File: config.mk
export PLATFORM = sky130hd
export DESIGN_NAME = aging_fault_log_table
export DESIGN_NICKNAME = d
export VERILOG_FILES = /design/src/sv/afl_pkg.sv /design/src/sv/aging_fault_log_table.sv /design/src/sv/afl_entry_ram.sv /design/src/sv/afl_engine.sv /design/src/sv/afl_out_stage.sv
export VERILOG_INCLUDE_DIRS = /design/src /design/src/sv
export SDC_FILE = /design/constraint.sdc
export NUM_CORES = 2
export LEC_CHECK = 0
export BUFFER_PORTS_ARGS = -buffer_cell sky130_fd_sc_hd__buf_4
export CORE_MARGIN = 5
export CORE_UTILIZATION = 37
export CTS_CLUSTER_SIZE = 16
export DETAILED_ROUTE_END_ITERATION = 8
export SLEW_MARGIN = 40
export SYNTH_ARGS = -nofsm -noshare
export SYNTH_HDL_FRONTEND = slang
export SYNTH_SLANG_ARGS = --single-unit
File: constraint.sdc
create_clock -name clk_i -period 12.8 [get_ports clk_i]
set_input_delay 2.56 -clock clk_i [delete_from_list [all_inputs] [get_ports clk_i]]
set_output_delay 2.56 -clock clk_i [all_outputs]
set_load 0.01 [all_outputs]
File: src/sv/aging_fault_log_table_assert.svh
// Assertion macros shared by the fault log RTL.
`ifndef AGING_FAULT_LOG_TABLE_ASSERT_SVH
`define AGING_FAULT_LOG_TABLE_ASSERT_SVH

// Condition that must hold at every clock edge outside reset.
`define AFL_ASSERT(label, expr, msg) \
  label: assert property (@(posedge clk_i) disable iff (!rst_ni) (expr)) else $error(msg);

// Condition that must hold in the cycle after the trigger.
`define AFL_ASSERT_NEXT(label, ante, cons, msg) \
  label: assert property (@(posedge clk_i) disable iff (!rst_ni) (ante) |=> (cons)) else $error(msg);

`endif

File: src/sv/afl_pkg.sv
// Types and constants shared by the fault log modules.
package afl_pkg;

  localparam int unsigned LOG_DEPTH_DEF       = 32;
  localparam int unsigned CODE_WIDTH_DEF      = 8;
  localparam int unsigned SEVERITY_LEVELS_DEF = 4;
  localparam int unsigned TIME_WIDTH_DEF      = 32;

  // Longest list a single list operation may return.
  localparam int unsigned MAX_LIST = 32;

  localparam logic [31:0] AGE_TIMEOUT_RST    = 32'd10000;
  localparam logic [1:0]  CRITICAL_LEVEL_RST = 2'd3;

  localparam logic [0:0] REG_AGE_TIMEOUT    = 1'b0;
  localparam logic [0:0] REG_CRITICAL_LEVEL = 1'b1;

  typedef enum logic [1:0] {
    OP_REPORT = 2'd0,
    OP_AGE    = 2'd1,
    OP_CLEAR  = 2'd2,
    OP_LIST   = 2'd3
  } op_e;

  typedef enum logic [1:0] {
    ST_IDLE,
    ST_SCAN,
    ST_WRITE,
    ST_RESULT
  } state_e;

  typedef struct packed {
    logic       status;
    logic       critical_active;
    logic [5:0] entry_count;
    logic [7:0] listed_code;
    logic       code_valid;
    logic       last;
  } res_t;

endpackage

File: src/sv/aging_fault_log_table.sv
// Fault log with aging: top level with configuration registers and checks.
//
// Usage: one command transaction enters on the s_axis side (tuser carries the
// opcode: report, age tick, clear or list). Every command answers with result
// transactions on the m_axis side; tlast marks the final one. Report, age tick
// and clear give exactly one result; list gives one result per active code, up
// to the clamped limit, or a single empty result.
// Timing: a command is taken only while the sequencer is idle. A rejected
// report or an empty-limit list answers at once, without scanning the entry
// store. An age tick or a clear streams all LOG_DEPTH entries out of the
// entry store, one read a cycle, behind the registered read port; a report
// streams all entries too and then passes through a write state. A list
// stops after its last result; each list result refused by a stalled
// receiver is read again from the entry store.
// The output register lets the next command enter while a result waits.
// Reset clears all active marks, the write head, the count and the critical
// flag at once, so no clearing pass is needed; stored codes, times and
// severities are only read behind an active mark. Configuration writes take
// effect at the next clock edge and must be made while the block is idle.
module aging_fault_log_table #(
  parameter int unsigned LOG_DEPTH       = afl_pkg::LOG_DEPTH_DEF,
  parameter int unsigned CODE_WIDTH      = afl_pkg::CODE_WIDTH_DEF,
  parameter int unsigned SEVERITY_LEVELS = afl_pkg::SEVERITY_LEVELS_DEF,
  parameter int unsigned TIME_WIDTH      = afl_pkg::TIME_WIDTH_DEF
) (
  input  logic        clk_i,
  input  logic        rst_ni,
  // Command stream.
  input  logic        s_axis_tvalid,
  output logic        s_axis_tready,
  // tdata: fault_id [7:0], fault_severity [10:8], now_ms [42:11],
  //        list_limit [48:43], zero fill [55:49]
  input  logic [55:0] s_axis_tdata,
  // tuser: opcode [1:0]
  input  logic [1:0]  s_axis_tuser,
  // Result stream.
  output logic        m_axis_tvalid,
  input  logic        m_axis_tready,
  // tdata: status [0], critical_active [1], entry_count [7:2], listed_code [15:8]
  output logic [15:0] m_axis_tdata,
  // tuser: code_valid [0]
  output logic        m_axis_tuser,
  output logic        m_axis_tlast,
  // Configuration writes.
  input  logic        cfg_we_i,
  input  logic [0:0]  cfg_addr_i,
  input  logic [31:0] cfg_wdata_i
);

  localparam int unsigned IW   = $clog2(LOG_DEPTH);
  localparam int unsigned SW   = $clog2(SEVERITY_LEVELS);
  localparam int unsigned CNTW = $clog2(LOG_DEPTH + 1);
  localparam int unsigned DW   = TIME_WIDTH + SW + CODE_WIDTH;

  logic [31:0] age_timeout_q;
  logic [1:0]  critical_level_q;

  logic          res_valid;
  logic          res_ready;
  afl_pkg::res_t res;
  logic [CNTW-1:0] eng_count;

  logic          ram_we;
  logic [IW-1:0] ram_waddr;
  logic [DW-1:0] ram_wdata;
  logic          ram_re;
  logic [IW-1:0] ram_raddr;
  logic [DW-1:0] ram_rdata;

  // Configuration registers.
  always_ff @(posedge clk_i or negedge rst_ni) begin
    if (!rst_ni) begin
      age_timeout_q    <= afl_pkg::AGE_TIMEOUT_RST;
      critical_level_q <= afl_pkg::CRITICAL_LEVEL_RST;
    end else if (cfg_we_i) begin
      unique case (cfg_addr_i)
        afl_pkg::REG_AGE_TIMEOUT:    age_timeout_q    <= cfg_wdata_i;
        afl_pkg::REG_CRITICAL_LEVEL: critical_level_q <= cfg_wdata_i[1:0];
        default: ;
      endcase
    end
  end

  afl_engine #(
    .LOG_DEPTH      (LOG_DEPTH),
    .CODE_WIDTH     (CODE_WIDTH),
    .SEVERITY_LEVELS(SEVERITY_LEVELS),
    .TIME_WIDTH     (TIME_WIDTH)
  ) u_engine (
    .clk_i           (clk_i),
    .rst_ni          (rst_ni),
    .in_valid_i      (s_axis_tvalid),
    .in_ready_o      (s_axis_tready),
    .opcode_i        (afl_pkg::op_e'(s_axis_tuser)),
    .fault_id_i      (s_axis_tdata[7:0]),
    .fault_severity_i(s_axis_tdata[10:8]),
    .now_ms_i        (s_axis_tdata[42:11]),
    .list_limit_i    (s_axis_tdata[48:43]),
    .age_timeout_i   (age_timeout_q),
    .critical_level_i(critical_level_q),
    .res_valid_o     (res_valid),
    .res_ready_i     (res_ready),
    .res_o           (res),
    .count_o         (eng_count),
    .ram_we_o        (ram_we),
    .ram_waddr_o     (ram_waddr),
    .ram_wdata_o     (ram_wdata),
    .ram_re_o        (ram_re),
    .ram_raddr_o     (ram_raddr),
    .ram_rdata_i     (ram_rdata)
  );

  afl_entry_ram #(
    .DEPTH(LOG_DEPTH),
    .WIDTH(DW)
  ) u_ram (
    .clk_i  (clk_i),
    .we_i   (ram_we),
    .waddr_i(ram_waddr),
    .wdata_i(ram_wdata),
    .re_i   (ram_re),
    .raddr_i(ram_raddr),
    .rdata_o(ram_rdata)
  );

  afl_out_stage u_out (
    .clk_i        (clk_i),
    .rst_ni       (rst_ni),
    .res_valid_i  (res_valid),
    .res_ready_o  (res_ready),
    .res_i        (res),
    .m_axis_tvalid(m_axis_tvalid),
    .m_axis_tready(m_axis_tready),
    .m_axis_tdata (m_axis_tdata),
    .m_axis_tuser (m_axis_tuser),
    .m_axis_tlast (m_axis_tlast)
  );

`include "aging_fault_log_table_assert.svh"

  // The saturating count never goes past the log depth.
  `AFL_ASSERT(a_count_bound, eng_count <= CNTW'(LOG_DEPTH), "entry count above log depth")

  // A result is only offered while a command is in progress.
  `AFL_ASSERT(a_result_busy, !(res_valid && s_axis_tready), "result offered while idle")

  // Taking a command always makes the sequencer busy.
  `AFL_ASSERT_NEXT(a_accept_busy, s_axis_tvalid && s_axis_tready, !s_axis_tready,
                   "sequencer idle after command")

  // A result handed to the output register shows up on the stream.
  `AFL_ASSERT_NEXT(a_result_lands, res_valid && res_ready, m_axis_tvalid,
                   "handed-off result not presented")

endmodule

File: src/sv/afl_entry_ram.sv
// Entry store: one write port and one registered read port.
module afl_entry_ram #(
  parameter int unsigned DEPTH = 32,
  parameter int unsigned WIDTH = 42
) (
  input  logic                     clk_i,
  input  logic                     we_i,
  input  logic [$clog2(DEPTH)-1:0] waddr_i,
  input  logic [WIDTH-1:0]         wdata_i,
  input  logic                     re_i,
  input  logic [$clog2(DEPTH)-1:0] raddr_i,
  output logic [WIDTH-1:0]         rdata_o
);

  logic [WIDTH-1:0] mem [DEPTH];
  logic [WIDTH-1:0] rdata_q;

  always_ff @(posedge clk_i) begin
    if (we_i) begin
      mem[waddr_i] <= wdata_i;
    end
  end

  always_ff @(posedge clk_i) begin
    if (re_i) begin
      rdata_q <= mem[raddr_i];
    end
  end

  assign rdata_o = rdata_q;

endmodule

File: src/sv/afl_engine.sv
// Operation sequencer: scans the entry store, keeps active bits, head, count and flag.
module afl_engine #(
  parameter int unsigned LOG_DEPTH       = afl_pkg::LOG_DEPTH_DEF,
  parameter int unsigned CODE_WIDTH      = afl_pkg::CODE_WIDTH_DEF,
  parameter int unsigned SEVERITY_LEVELS = afl_pkg::SEVERITY_LEVELS_DEF,
  parameter int unsigned TIME_WIDTH      = afl_pkg::TIME_WIDTH_DEF,
  localparam int unsigned IW   = $clog2(LOG_DEPTH),
  localparam int unsigned SW   = $clog2(SEVERITY_LEVELS),
  localparam int unsigned CNTW = $clog2(LOG_DEPTH + 1),
  localparam int unsigned DW   = TIME_WIDTH + SW + CODE_WIDTH
) (
  input  logic              clk_i,
  input  logic              rst_ni,
  input  logic              in_valid_i,
  output logic              in_ready_o,
  input  afl_pkg::op_e      opcode_i,
  input  logic [7:0]        fault_id_i,
  input  logic [2:0]        fault_severity_i,
  input  logic [31:0]       now_ms_i,
  input  logic [5:0]        list_limit_i,
  input  logic [31:0]       age_timeout_i,
  input  logic [1:0]        critical_level_i,
  output logic              res_valid_o,
  input  logic              res_ready_i,
  output afl_pkg::res_t     res_o,
  output logic [CNTW-1:0]   count_o,
  output logic              ram_we_o,
  output logic [IW-1:0]     ram_waddr_o,
  output logic [DW-1:0]     ram_wdata_o,
  output logic              ram_re_o,
  output logic [IW-1:0]     ram_raddr_o,
  input  logic [DW-1:0]     ram_rdata_i
);

  localparam int unsigned AW = IW + 1;

  afl_pkg::state_e state_q, state_d;
  afl_pkg::op_e    op_q, op_d;

  logic [CODE_WIDTH-1:0] code_q, code_d;
  logic [2:0]            sev_q, sev_d;
  logic [TIME_WIDTH-1:0] now_q, now_d;
  logic [5:0]            lim_q, lim_d;
  logic [IW-1:0]         didx_q, didx_d;
  logic [IW-1:0]         hit_idx_q, hit_idx_d;

  logic [AW-1:0]        addr_q, addr_d;
  logic                 dv_q, dv_d;
  logic                 hit_q, hit_d;
  logic                 found_q, found_d;
  logic [5:0]           n_q, n_d;
  logic                 status_q, status_d;
  logic [LOG_DEPTH-1:0] active_q, active_d;
  logic [IW-1:0]        head_q, head_d;
  logic [CNTW-1:0]      cnt_q, cnt_d;
  logic                 crit_q, crit_d;

  logic [15:0]           id_ext;
  logic [63:0]           now_ext;
  logic [5:0]            lim_clamp;
  logic [CODE_WIDTH-1:0] rd_code;
  logic [SW-1:0]         rd_sev;
  logic [TIME_WIDTH-1:0] rd_time;
  logic [TIME_WIDTH-1:0] age;
  logic [15:0]           rd_code_ext;
  logic                  act;
  logic                  code_hit;
  logic                  sev_crit;
  logic                  expire;
  logic                  is_end;
  logic [LOG_DEPTH-1:0]  above_mask;
  logic                  more_above;
  logic                  list_last;

  assign id_ext      = 16'(fault_id_i);
  assign now_ext     = 64'(now_ms_i);
  assign lim_clamp   = (list_limit_i > 6'(afl_pkg::MAX_LIST)) ? 6'(afl_pkg::MAX_LIST)
                                                              : list_limit_i;
  assign rd_code     = ram_rdata_i[CODE_WIDTH-1:0];
  assign rd_sev      = ram_rdata_i[CODE_WIDTH +: SW];
  assign rd_time     = ram_rdata_i[CODE_WIDTH+SW +: TIME_WIDTH];
  assign rd_code_ext = 16'(rd_code);
  assign age         = now_q - rd_time;
  assign act         = active_q[didx_q];
  assign code_hit    = act && (rd_code == code_q);
  assign sev_crit    = (3'(rd_sev) == 3'(critical_level_i));
  assign expire      = 64'(age) > 64'(age_timeout_i);
  assign is_end      = (didx_q == IW'(LOG_DEPTH - 1));
  assign above_mask  = {LOG_DEPTH{1'b1}} << (AW'(didx_q) + AW'(1));
  assign more_above  = |(active_q & above_mask);
  assign list_last   = ((n_q + 6'd1) == lim_q) || !more_above;

  assign count_o     = cnt_q;
  assign ram_wdata_o = {now_q, sev_q[SW-1:0], code_q};

  always_comb begin
    state_d     = state_q;
    op_d        = op_q;
    code_d      = code_q;
    sev_d       = sev_q;
    now_d       = now_q;
    lim_d       = lim_q;
    didx_d      = didx_q;
    hit_idx_d   = hit_idx_q;
    addr_d      = addr_q;
    dv_d        = dv_q;
    hit_d       = hit_q;
    found_d     = found_q;
    n_d         = n_q;
    status_d    = status_q;
    active_d    = active_q;
    head_d      = head_q;
    cnt_d       = cnt_q;
    crit_d      = crit_q;
    in_ready_o  = 1'b0;
    res_valid_o = 1'b0;
    ram_we_o    = 1'b0;
    ram_waddr_o = head_q;
    ram_re_o    = 1'b0;
    ram_raddr_o = addr_q[IW-1:0];
    res_o.status          = status_q;
    res_o.critical_active = crit_q;
    res_o.entry_count     = 6'(cnt_q);
    res_o.listed_code     = 8'd0;
    res_o.code_valid      = 1'b0;
    res_o.last            = 1'b1;

    unique case (state_q)
      afl_pkg::ST_IDLE: begin
        in_ready_o = 1'b1;
        if (in_valid_i) begin
          op_d     = opcode_i;
          code_d   = id_ext[CODE_WIDTH-1:0];
          sev_d    = fault_severity_i;
          now_d    = now_ext[TIME_WIDTH-1:0];
          lim_d    = lim_clamp;
          addr_d   = '0;
          dv_d     = 1'b0;
          hit_d    = 1'b0;
          found_d  = 1'b0;
          n_d      = '0;
          status_d = 1'b0;
          state_d  = afl_pkg::ST_SCAN;
          unique case (opcode_i)
            afl_pkg::OP_REPORT: begin
              if ({1'b0, fault_severity_i} >= 4'(SEVERITY_LEVELS)) begin
                status_d = 1'b1;
                state_d  = afl_pkg::ST_RESULT;
              end
            end
            afl_pkg::OP_LIST: begin
              if (lim_clamp == 6'd0) begin
                state_d = afl_pkg::ST_RESULT;
              end
            end
            default: ;
          endcase
        end
      end

      afl_pkg::ST_SCAN: begin
        // One entry read a cycle save on a list stall; read data returns the next cycle.
        dv_d   = 1'b0;
        didx_d = addr_q[IW-1:0];
        if (addr_q < AW'(LOG_DEPTH)) begin
          ram_re_o = 1'b1;
          addr_d   = addr_q + AW'(1);
          dv_d     = 1'b1;
        end
        if (dv_q) begin
          unique case (op_q)
            afl_pkg::OP_REPORT: begin
              if (code_hit && !hit_q) begin
                hit_d     = 1'b1;
                hit_idx_d = didx_q;
              end
              if (is_end) begin
                state_d = afl_pkg::ST_WRITE;
              end
            end
            afl_pkg::OP_AGE: begin
              if (act) begin
                if (expire) begin
                  active_d[didx_q] = 1'b0;
                  if (cnt_q != '0) begin
                    cnt_d = cnt_q - CNTW'(1);
                  end
                end else if (sev_crit) begin
                  found_d = 1'b1;
                end
              end
              if (is_end) begin
                crit_d   = found_d;
                status_d = 1'b0;
                state_d  = afl_pkg::ST_RESULT;
              end
            end
            afl_pkg::OP_CLEAR: begin
              // The flag rescan skips only the entry being cleared.
              if (code_hit && !hit_q) begin
                hit_d     = 1'b1;
                hit_idx_d = didx_q;
              end else if (act && sev_crit) begin
                found_d = 1'b1;
              end
              if (is_end) begin
                state_d = afl_pkg::ST_RESULT;
                if (hit_d) begin
                  active_d[hit_idx_d] = 1'b0;
                  if (cnt_q != '0) begin
                    cnt_d = cnt_q - CNTW'(1);
                  end
                  crit_d   = found_d;
                  status_d = 1'b0;
                end else begin
                  status_d = 1'b1;
                end
              end
            end
            afl_pkg::OP_LIST: begin
              if (act) begin
                res_valid_o       = 1'b1;
                res_o.status      = 1'b0;
                res_o.listed_code = rd_code_ext[7:0];
                res_o.code_valid  = 1'b1;
                res_o.last        = list_last;
                if (res_ready_i) begin
                  n_d = n_q + 6'd1;
                  if (list_last) begin
                    dv_d    = 1'b0;
                    state_d = afl_pkg::ST_IDLE;
                  end
                end else begin
                  // Receiver stalled: read the same entry again.
                  addr_d = AW'(didx_q);
                  dv_d   = 1'b0;
                end
              end else if (is_end) begin
                status_d = 1'b0;
                state_d  = (n_q == 6'd0) ? afl_pkg::ST_RESULT : afl_pkg::ST_IDLE;
              end
            end
            default: ;
          endcase
        end
      end

      afl_pkg::ST_WRITE: begin
        ram_we_o = 1'b1;
        if (hit_q) begin
          ram_waddr_o = hit_idx_q;
        end else begin
          active_d[head_q] = 1'b1;
          head_d = (head_q == IW'(LOG_DEPTH - 1)) ? '0 : head_q + IW'(1);
          if (cnt_q != CNTW'(LOG_DEPTH)) begin
            cnt_d = cnt_q + CNTW'(1);
          end
        end
        if (sev_q == 3'(critical_level_i)) begin
          crit_d = 1'b1;
        end
        status_d = 1'b0;
        state_d  = afl_pkg::ST_RESULT;
      end

      afl_pkg::ST_RESULT: begin
        res_valid_o = 1'b1;
        if (res_ready_i) begin
          state_d = afl_pkg::ST_IDLE;
        end
      end

      default: state_d = afl_pkg::ST_IDLE;
    endcase
  end

  always_ff @(posedge clk_i or negedge rst_ni) begin
    if (!rst_ni) begin
      state_q  <= afl_pkg::ST_IDLE;
      op_q     <= afl_pkg::OP_REPORT;
      addr_q   <= '0;
      dv_q     <= 1'b0;
      hit_q    <= 1'b0;
      found_q  <= 1'b0;
      n_q      <= '0;
      status_q <= 1'b0;
      active_q <= '0;
      head_q   <= '0;
      cnt_q    <= '0;
      crit_q   <= 1'b0;
    end else begin
      state_q  <= state_d;
      op_q     <= op_d;
      addr_q   <= addr_d;
      dv_q     <= dv_d;
      hit_q    <= hit_d;
      found_q  <= found_d;
      n_q      <= n_d;
      status_q <= status_d;
      active_q <= active_d;
      head_q   <= head_d;
      cnt_q    <= cnt_d;
      crit_q   <= crit_d;
    end
  end

  always_ff @(posedge clk_i) begin
    code_q    <= code_d;
    sev_q     <= sev_d;
    now_q     <= now_d;
    lim_q     <= lim_d;
    didx_q    <= didx_d;
    hit_idx_q <= hit_idx_d;
  end

endmodule

File: src/sv/afl_out_stage.sv
// Output register between the sequencer and the result stream.
module afl_out_stage (
  input  logic          clk_i,
  input  logic          rst_ni,
  input  logic          res_valid_i,
  output logic          res_ready_o,
  input  afl_pkg::res_t res_i,
  output logic          m_axis_tvalid,
  input  logic          m_axis_tready,
  output logic [15:0]   m_axis_tdata,
  output logic          m_axis_tuser,
  output logic          m_axis_tlast
);

  logic          valid_q, valid_d;
  afl_pkg::res_t data_q;

  assign res_ready_o = !valid_q || m_axis_tready;

  always_comb begin
    valid_d = valid_q;
    if (res_ready_o) begin
      valid_d = res_valid_i;
    end
  end

  always_ff @(posedge clk_i or negedge rst_ni) begin
    if (!rst_ni) begin
      valid_q <= 1'b0;
    end else begin
      valid_q <= valid_d;
    end
  end

  always_ff @(posedge clk_i) begin
    if (res_ready_o && res_valid_i) begin
      data_q <= res_i;
    end
  end

  assign m_axis_tvalid = valid_q;
  assign m_axis_tdata  = {data_q.listed_code, data_q.entry_count,
                          data_q.critical_active, data_q.status};
  assign m_axis_tuser  = data_q.code_valid;
  assign m_axis_tlast  = data_q.last;

endmodule
# Word level (Yosys, flattened, before mapping)
# Memories as Yosys holds them, arrays and structs flattened. A register that Yosys moved wholly into a read port is not among the register bits.
# Cells that the tools add are included.
# totals
reg_bits,176
mem_bits_rw,1344
in_bits,96
n_memories,1
# classes
addsub,7
order_cmp,10
n_eq_ne,37
shifts,1
mux,116
n_bitwise,8
n_reduce_logical,40
# mem_list
memory,words,word_bits,rd,rd_clocked_by_memory_dff,write_ports,line,source
u_ram.mem,32,42,1,1,1,afl_entry_ram.sv:15,logic [WIDTH-1:0] mem [DEPTH];
# ops
op,n
two-way mux 32 bit,6
one-hot mux 32 bit (2 select lines),2
two-way mux 6 bit,19
AND 32 bit,3
NOT 32 bit,2
one-hot mux 6 bit (2 select lines),4
two-way mux 1 bit,47
two-way mux 5 bit,7
greater-than comparator 32 bit,1
OR 32 bit,1
OR reduction 32 bit,1
left shift 32 x 6 -> 32 bit (first input constant),1
subtractor 32 bit,1
two-way mux 2 bit,13
!= test 3 x 2 -> 1 bit (second input constant),7
adder 6 x 1 -> 6 bit (second input constant),3
< comparator 5 x 6 -> 1 bit (second input constant),3
one-hot mux 1 bit (2 select lines),8
AND reduction 8 bit,2
demux 1 bit (select 5 bit),3
>= comparator 5 x 1 -> 1 bit (second input constant),3
!= test 2 x 1 -> 1 bit (second input constant),7
zero test 6 bit,2
AND reduction 4 bit,3
39 further kinds,70

# Depth between registers and ports, before layout
# logic_depth
ltp_word,19
mapped_depth,22
ltp_nobuf,21

# By module
# Synthesis repeated with hierarchy kept, for this count alone.
# hier_totals
hier_cells,4194
hier_area_um2,65815.6
# by_module_without_submodules
module,instances,cells_each,area_each_um2
afl_entry_ram,1,2953,53608.9
afl_engine,1,1145,10168.5
aging_fault_log_table,1,74,1443.9
afl_out_stage,1,22,594.3

# Worst setup path before layout
# OpenSTA, ideal clock, no wires.
# synth_timing
kind,flip-flop to flip-flop
from,register u_engine.now_q[3]
to,register u_engine.active_q[10]
setup_ps,143
t_arrival_ps,4869
path_slack_ps,7788
path_stages_with_launch,18
path_buffers,1
synth_period_minus_slack_ps,5012
path_cell_list,edfxtp_1 -> ha_1 -> and2_1 -> a221oi_1 -> a211oi_1 -> o31ai_1 -> a31oi_1 -> a211oi_1 -> o21ai_0 -> xnor2_1 -> ha_1 -> nand4_1 -> or4_1 -> o211ai_1 -> o211ai_1 -> a211oi_2 -> clkbuf_1 -> a22oi_1
# synth_via
elab_chain_cells,4
# synth_rtl
item,line,source
"start, declared",afl_engine.sv:42,"logic [TIME_WIDTH-1:0] now_q, now_d;"
"start signal, assigned",afl_engine.sv:310,now_q <= now_d;
subtractor 32 bit,afl_engine.sv:83,assign age = now_q - rd_time;
greater-than comparator 32 bit,afl_engine.sv:87,assign expire = 64'(age) > 64'(age_timeout_i);
!= test 3 x 2 -> 1 bit (no source line),-,
AND reduction 8 bit (no source line),-,
"end signal, assigned",afl_engine.sv:300,active_q <= active_d;
"end, declared",afl_engine.sv:53,"logic [LOG_DEPTH-1:0] active_q, active_d;"
# No other way between the ends.
# A chain may end at the register's enable or synchronous reset.

# Worst setup path in the final report
# layout_timing
from,register u_engine.now_q[3]
to,register u_engine.cnt_q[1] (netlist: u_engine.count_o[1])
# layout_via
elab_chain_cells,4
# layout_rtl
item,line,source
subtractor 32 bit,afl_engine.sv:83,
greater-than comparator 32 bit,afl_engine.sv:87,
!= test 3 x 2 -> 1 bit (no source line),-,
AND reduction 9 bit (no source line),-,
"end signal, assigned",afl_engine.sv:302,cnt_q <= cnt_d;
"end, declared",afl_engine.sv:55,"logic [CNTW-1:0] cnt_q, cnt_d;"
# No other way between the ends.

==> metrics <==
status=finished clean; initial drt markers=4046; R2R Path End=u_engine.count_o[1]$_DFFE_PN0P_; slowest stage delay, CP=0.74 ns; Reg-to-Reg Start=u_engine.now_q[3]$_DFFE_PP_; sequential-to-total area share from yosys stat=72.4%; CP bufs+invs=3; routed length per instance=27.0 µm; GP Congestion=~0.88; post-synthesis register bit count=1562; CTS tree=built; GRT Resource Usage Total=18.7%; DR vias=36100; n_diodes=0; layout cells sized above 1=17.5%; synthesized area per cell=17.0 µm²; Simple-Gate Fraction of Synth Area=3.18%; TritonCTS Buffers=161; cell area after synthesis=64100 µm²; CTS Buffer Depth=3; post-synthesis compound-gate area fraction=8.01%; die width=426 µm; max-slew violations=0; Static Leak=24.8 nW; critical path peak fanout=33; H-tree depth=4; TritonRoute pass-1 iters=6; nets@finish=4158; # Max-Cap Violations=0; hold crit path type=flop to flop; async set-reset flop share out of synthesis=6.34%; post-route setup TNS=0 ns; adder-cell share of the synthesized area=1.86%; worst slew pin tran=0.894 ns; Hold Path Stages=2; fmax=0.133 GHz; Worst-Skew Late Latency=0.78 ns; # hold bufs at CTS=0; XOR/XNOR Fraction of Synth Area=0.786%; Max-slew headroom=40.4%; Clock transition at path regs=0.06 ns; Max rail drop VDD=0.155 mV; CTS-repair resized insts=0; Via density=approximately 5.6; dominant synthesized flop cell=edfxtp_1; hold endpoint=u_engine.status_q$_DFFE_PN0P_; Initial Util=37.3%; hold_sp=u_engine.status_q$_DFFE_PN0P_; vias in the first global route=about 36000; worst endpoint data arrival time=8.16 ns; commonest non-fill, non-tap cells in the layout=1463 x edfxtp_1, 357 x mux2i_1, 176 x nand2_1, 168 x o221ai_1, 168 x mux4_2; global route total overflow=0; Worst Clk Skew=0.0366 ns; post-DP HPWL=slightly above 90 mm; Synth Warn #=0; main combinational cell family by area after synthesis=multiplexers; Hold Vio Cnt, Final=0; IO Count=approximately 120; Largest delay share family, worst path=compound AO/OA/AOI/OAI gates; port bufs=108; # rows=152; ANT nets after route=0; period utilization=between 50% and 60%; Setup CP Type=flop to flop; R2R Setup Slk=~5.3 ns; Die Y=around 430 µm; critical path's slowest cell=a211oi_1; DRT Wirelength=173 mm; pwr/cell area=212 nW/µm²; first-pass GRT wire length=250 mm; crit path time final=7.50 ns; Finished Layout Cells=6410; final setup fails=0; initial antenna violation count=1; die area=182000 µm²; CP startpoint kind=flop; setup repair bufs after CTS=0; Post-Syn Instances=3773; Cells after DPL=6111; Unique masters post-synth=70; critical path capture point type=flop; Residual DRC=0; critical path required time=13.45 ns; RSZ-0062 raised after global routing=false; largest net degree at the start of global routing=107; clk sinks=approximately 1600; worst reg2reg path depth=19; CP cell instances=buf_4 -> ha_1 -> and2_1 -> a221oi_1 -> a211oi_2 -> o31ai_1 -> a31oi_1 -> a211oi_1 -> o21ai_0 -> xnor2_1 -> ha_1 -> nand4_1 -> nor4_4 -> inv_1 -> a31oi_1 -> o211a_1 -> buf_4 -> o211ai_1 -> mux2_2; mux cell area share after synthesis=between 10% and 20%; Placeable Area=roughly 170000 µm²; Synth Net Count=3963; commonest non-fill, non-tap cell in the layout=edfxtp_1; synthesis-to-layout area growth=15.0%; Post-synth EDFFs=roughly 1500; CTS Root Buffer Type=clkbuf_16
==> metrics by stage <==
step	worst slack (ns)	power (mW)	hold WS (ns)	instance area [µm²]	util, %
6_report	5.30	15.6	0.483	73800	42.9
5_1_grt	4.90	16.4	0.523	73800	42.9
3_3_place_gp	5.16	11.1	0.468	68100	39.6
3_5_place_dp	5.38	11.2	0.467	68700	39.9
4_1_cts	5.30	15.7	0.480	73700	42.8
2_1_floorplan	7.79	9.71	0.423	64100	-
==> cells by family after synthesis <==
group	Yosys count
compound gates	740
mux	543
fa+ha+maj	94
xor+xnor	56
simple gates	440
buf+inv	338
flops	1562
==> power by group <==
part | total [mW] | internal [mW] | switching [mW]
Sequential | 6.32 | 6.07 | 0.251
Clock | 4.46 | 2.52 | 1.95
Combinational | 4.85 | 1.89 | 2.96
==> registers in the layout (all words and copies together), names as in the netlist, 2 cells and up <==
signal and count:
age_timeout_q 32, u_engine.n_q 6, u_engine.now_q 32, u_engine.op_q 2
u_engine.code_q 8, u_engine.active_q 32, u_engine.addr_q 6, u_out.m_axis_tdata 16
u_engine.hit_idx_q 5, u_engine.sev_q 3, u_engine.head_q 5, u_engine.state_q 2
u_engine.lim_q 6, critical_level_q 2, u_engine.count_o 6, u_ram.rdata_o 42
u_ram.mem 1344, u_engine.didx_q 5
==> worst min-delay path, stage by stage, from the launching register on <==
cell     delay, ns
dfrtp_1       0.34
nand2_1       0.05
o21ai_0       0.06
==> synthesized netlist by cell type, types with 15 or more instances <==
library cell,number,area [µm²]
dfrtp_1,92,2300
xor2_1,26,228
a21oi_1,137,686
clkbuf_1,135,507
o221ai_1,168,1470
a21o_1,20,150
o211ai_1,45,338
nand4_1,16,100
ha_1,92,1150
o31ai_1,53,398
nor3_1,15,75.1
nand3_1,24,120
inv_1,138,518
buf_1,54,203
nor2b_1,16,100
o21ai_0,79,395
a22oi_1,36,270
edfxtp_1,1463,43900
nand2_1,177,664
mux2_2,17,191
nor2_1,113,424
mux4_2,168,3780
xnor2_1,29,254
o22ai_1,131,820
mux2i_1,357,3570
==> how the worst max path moves through the flow <==
stage / from / to / slack, ns / cells past startpoint
after floorplan: u_engine.now_q[3]$_DFFE_PP_ / u_engine.active_q[10]$_DFFE_PN0P_ / 7.79 / 17
after global placement: u_engine.now_q[4]$_DFFE_PP_ / u_engine.count_o[3]$_DFFE_PN0P_ / 5.16 / 18
after detailed placement: u_engine.now_q[3]$_DFFE_PP_ / u_engine.count_o[3]$_DFFE_PN0P_ / 5.38 / 19
after CTS: u_engine.now_q[3]$_DFFE_PP_ / u_engine.count_o[3]$_DFFE_PN0P_ / 5.30 / 19
after global routing: u_engine.now_q[3]$_DFFE_PP_ / u_engine.count_o[2]$_DFFE_PN0P_ / 4.90 / 19
final: u_engine.now_q[3]$_DFFE_PP_ / u_engine.count_o[1]$_DFFE_PN0P_ / 5.30 / 19
==> cell type report <==
| class | count | area [µm²] |
|---|---|---|
| clock buffers | 205 | 4360 |
| inverters | 139 | 528 |
| fillers | 15100 | 98400 |
| multi-input cells | 1873 | 16800 |
| clock inverters | 90 | 659 |
| well taps | 2310 | 2890 |
| flip-flops and latches | 1562 | 46400 |
| repair buffers | 231 | 2120 |
==> routing by layer <==
layer,share of wire (%),track usage [%]
met1,43,26.7
met2,47,29.6
met3,7.2,3.15
met4,2.9,5.76
met5,0,0
No activity file was read; power rests on OpenSTA's default activity.
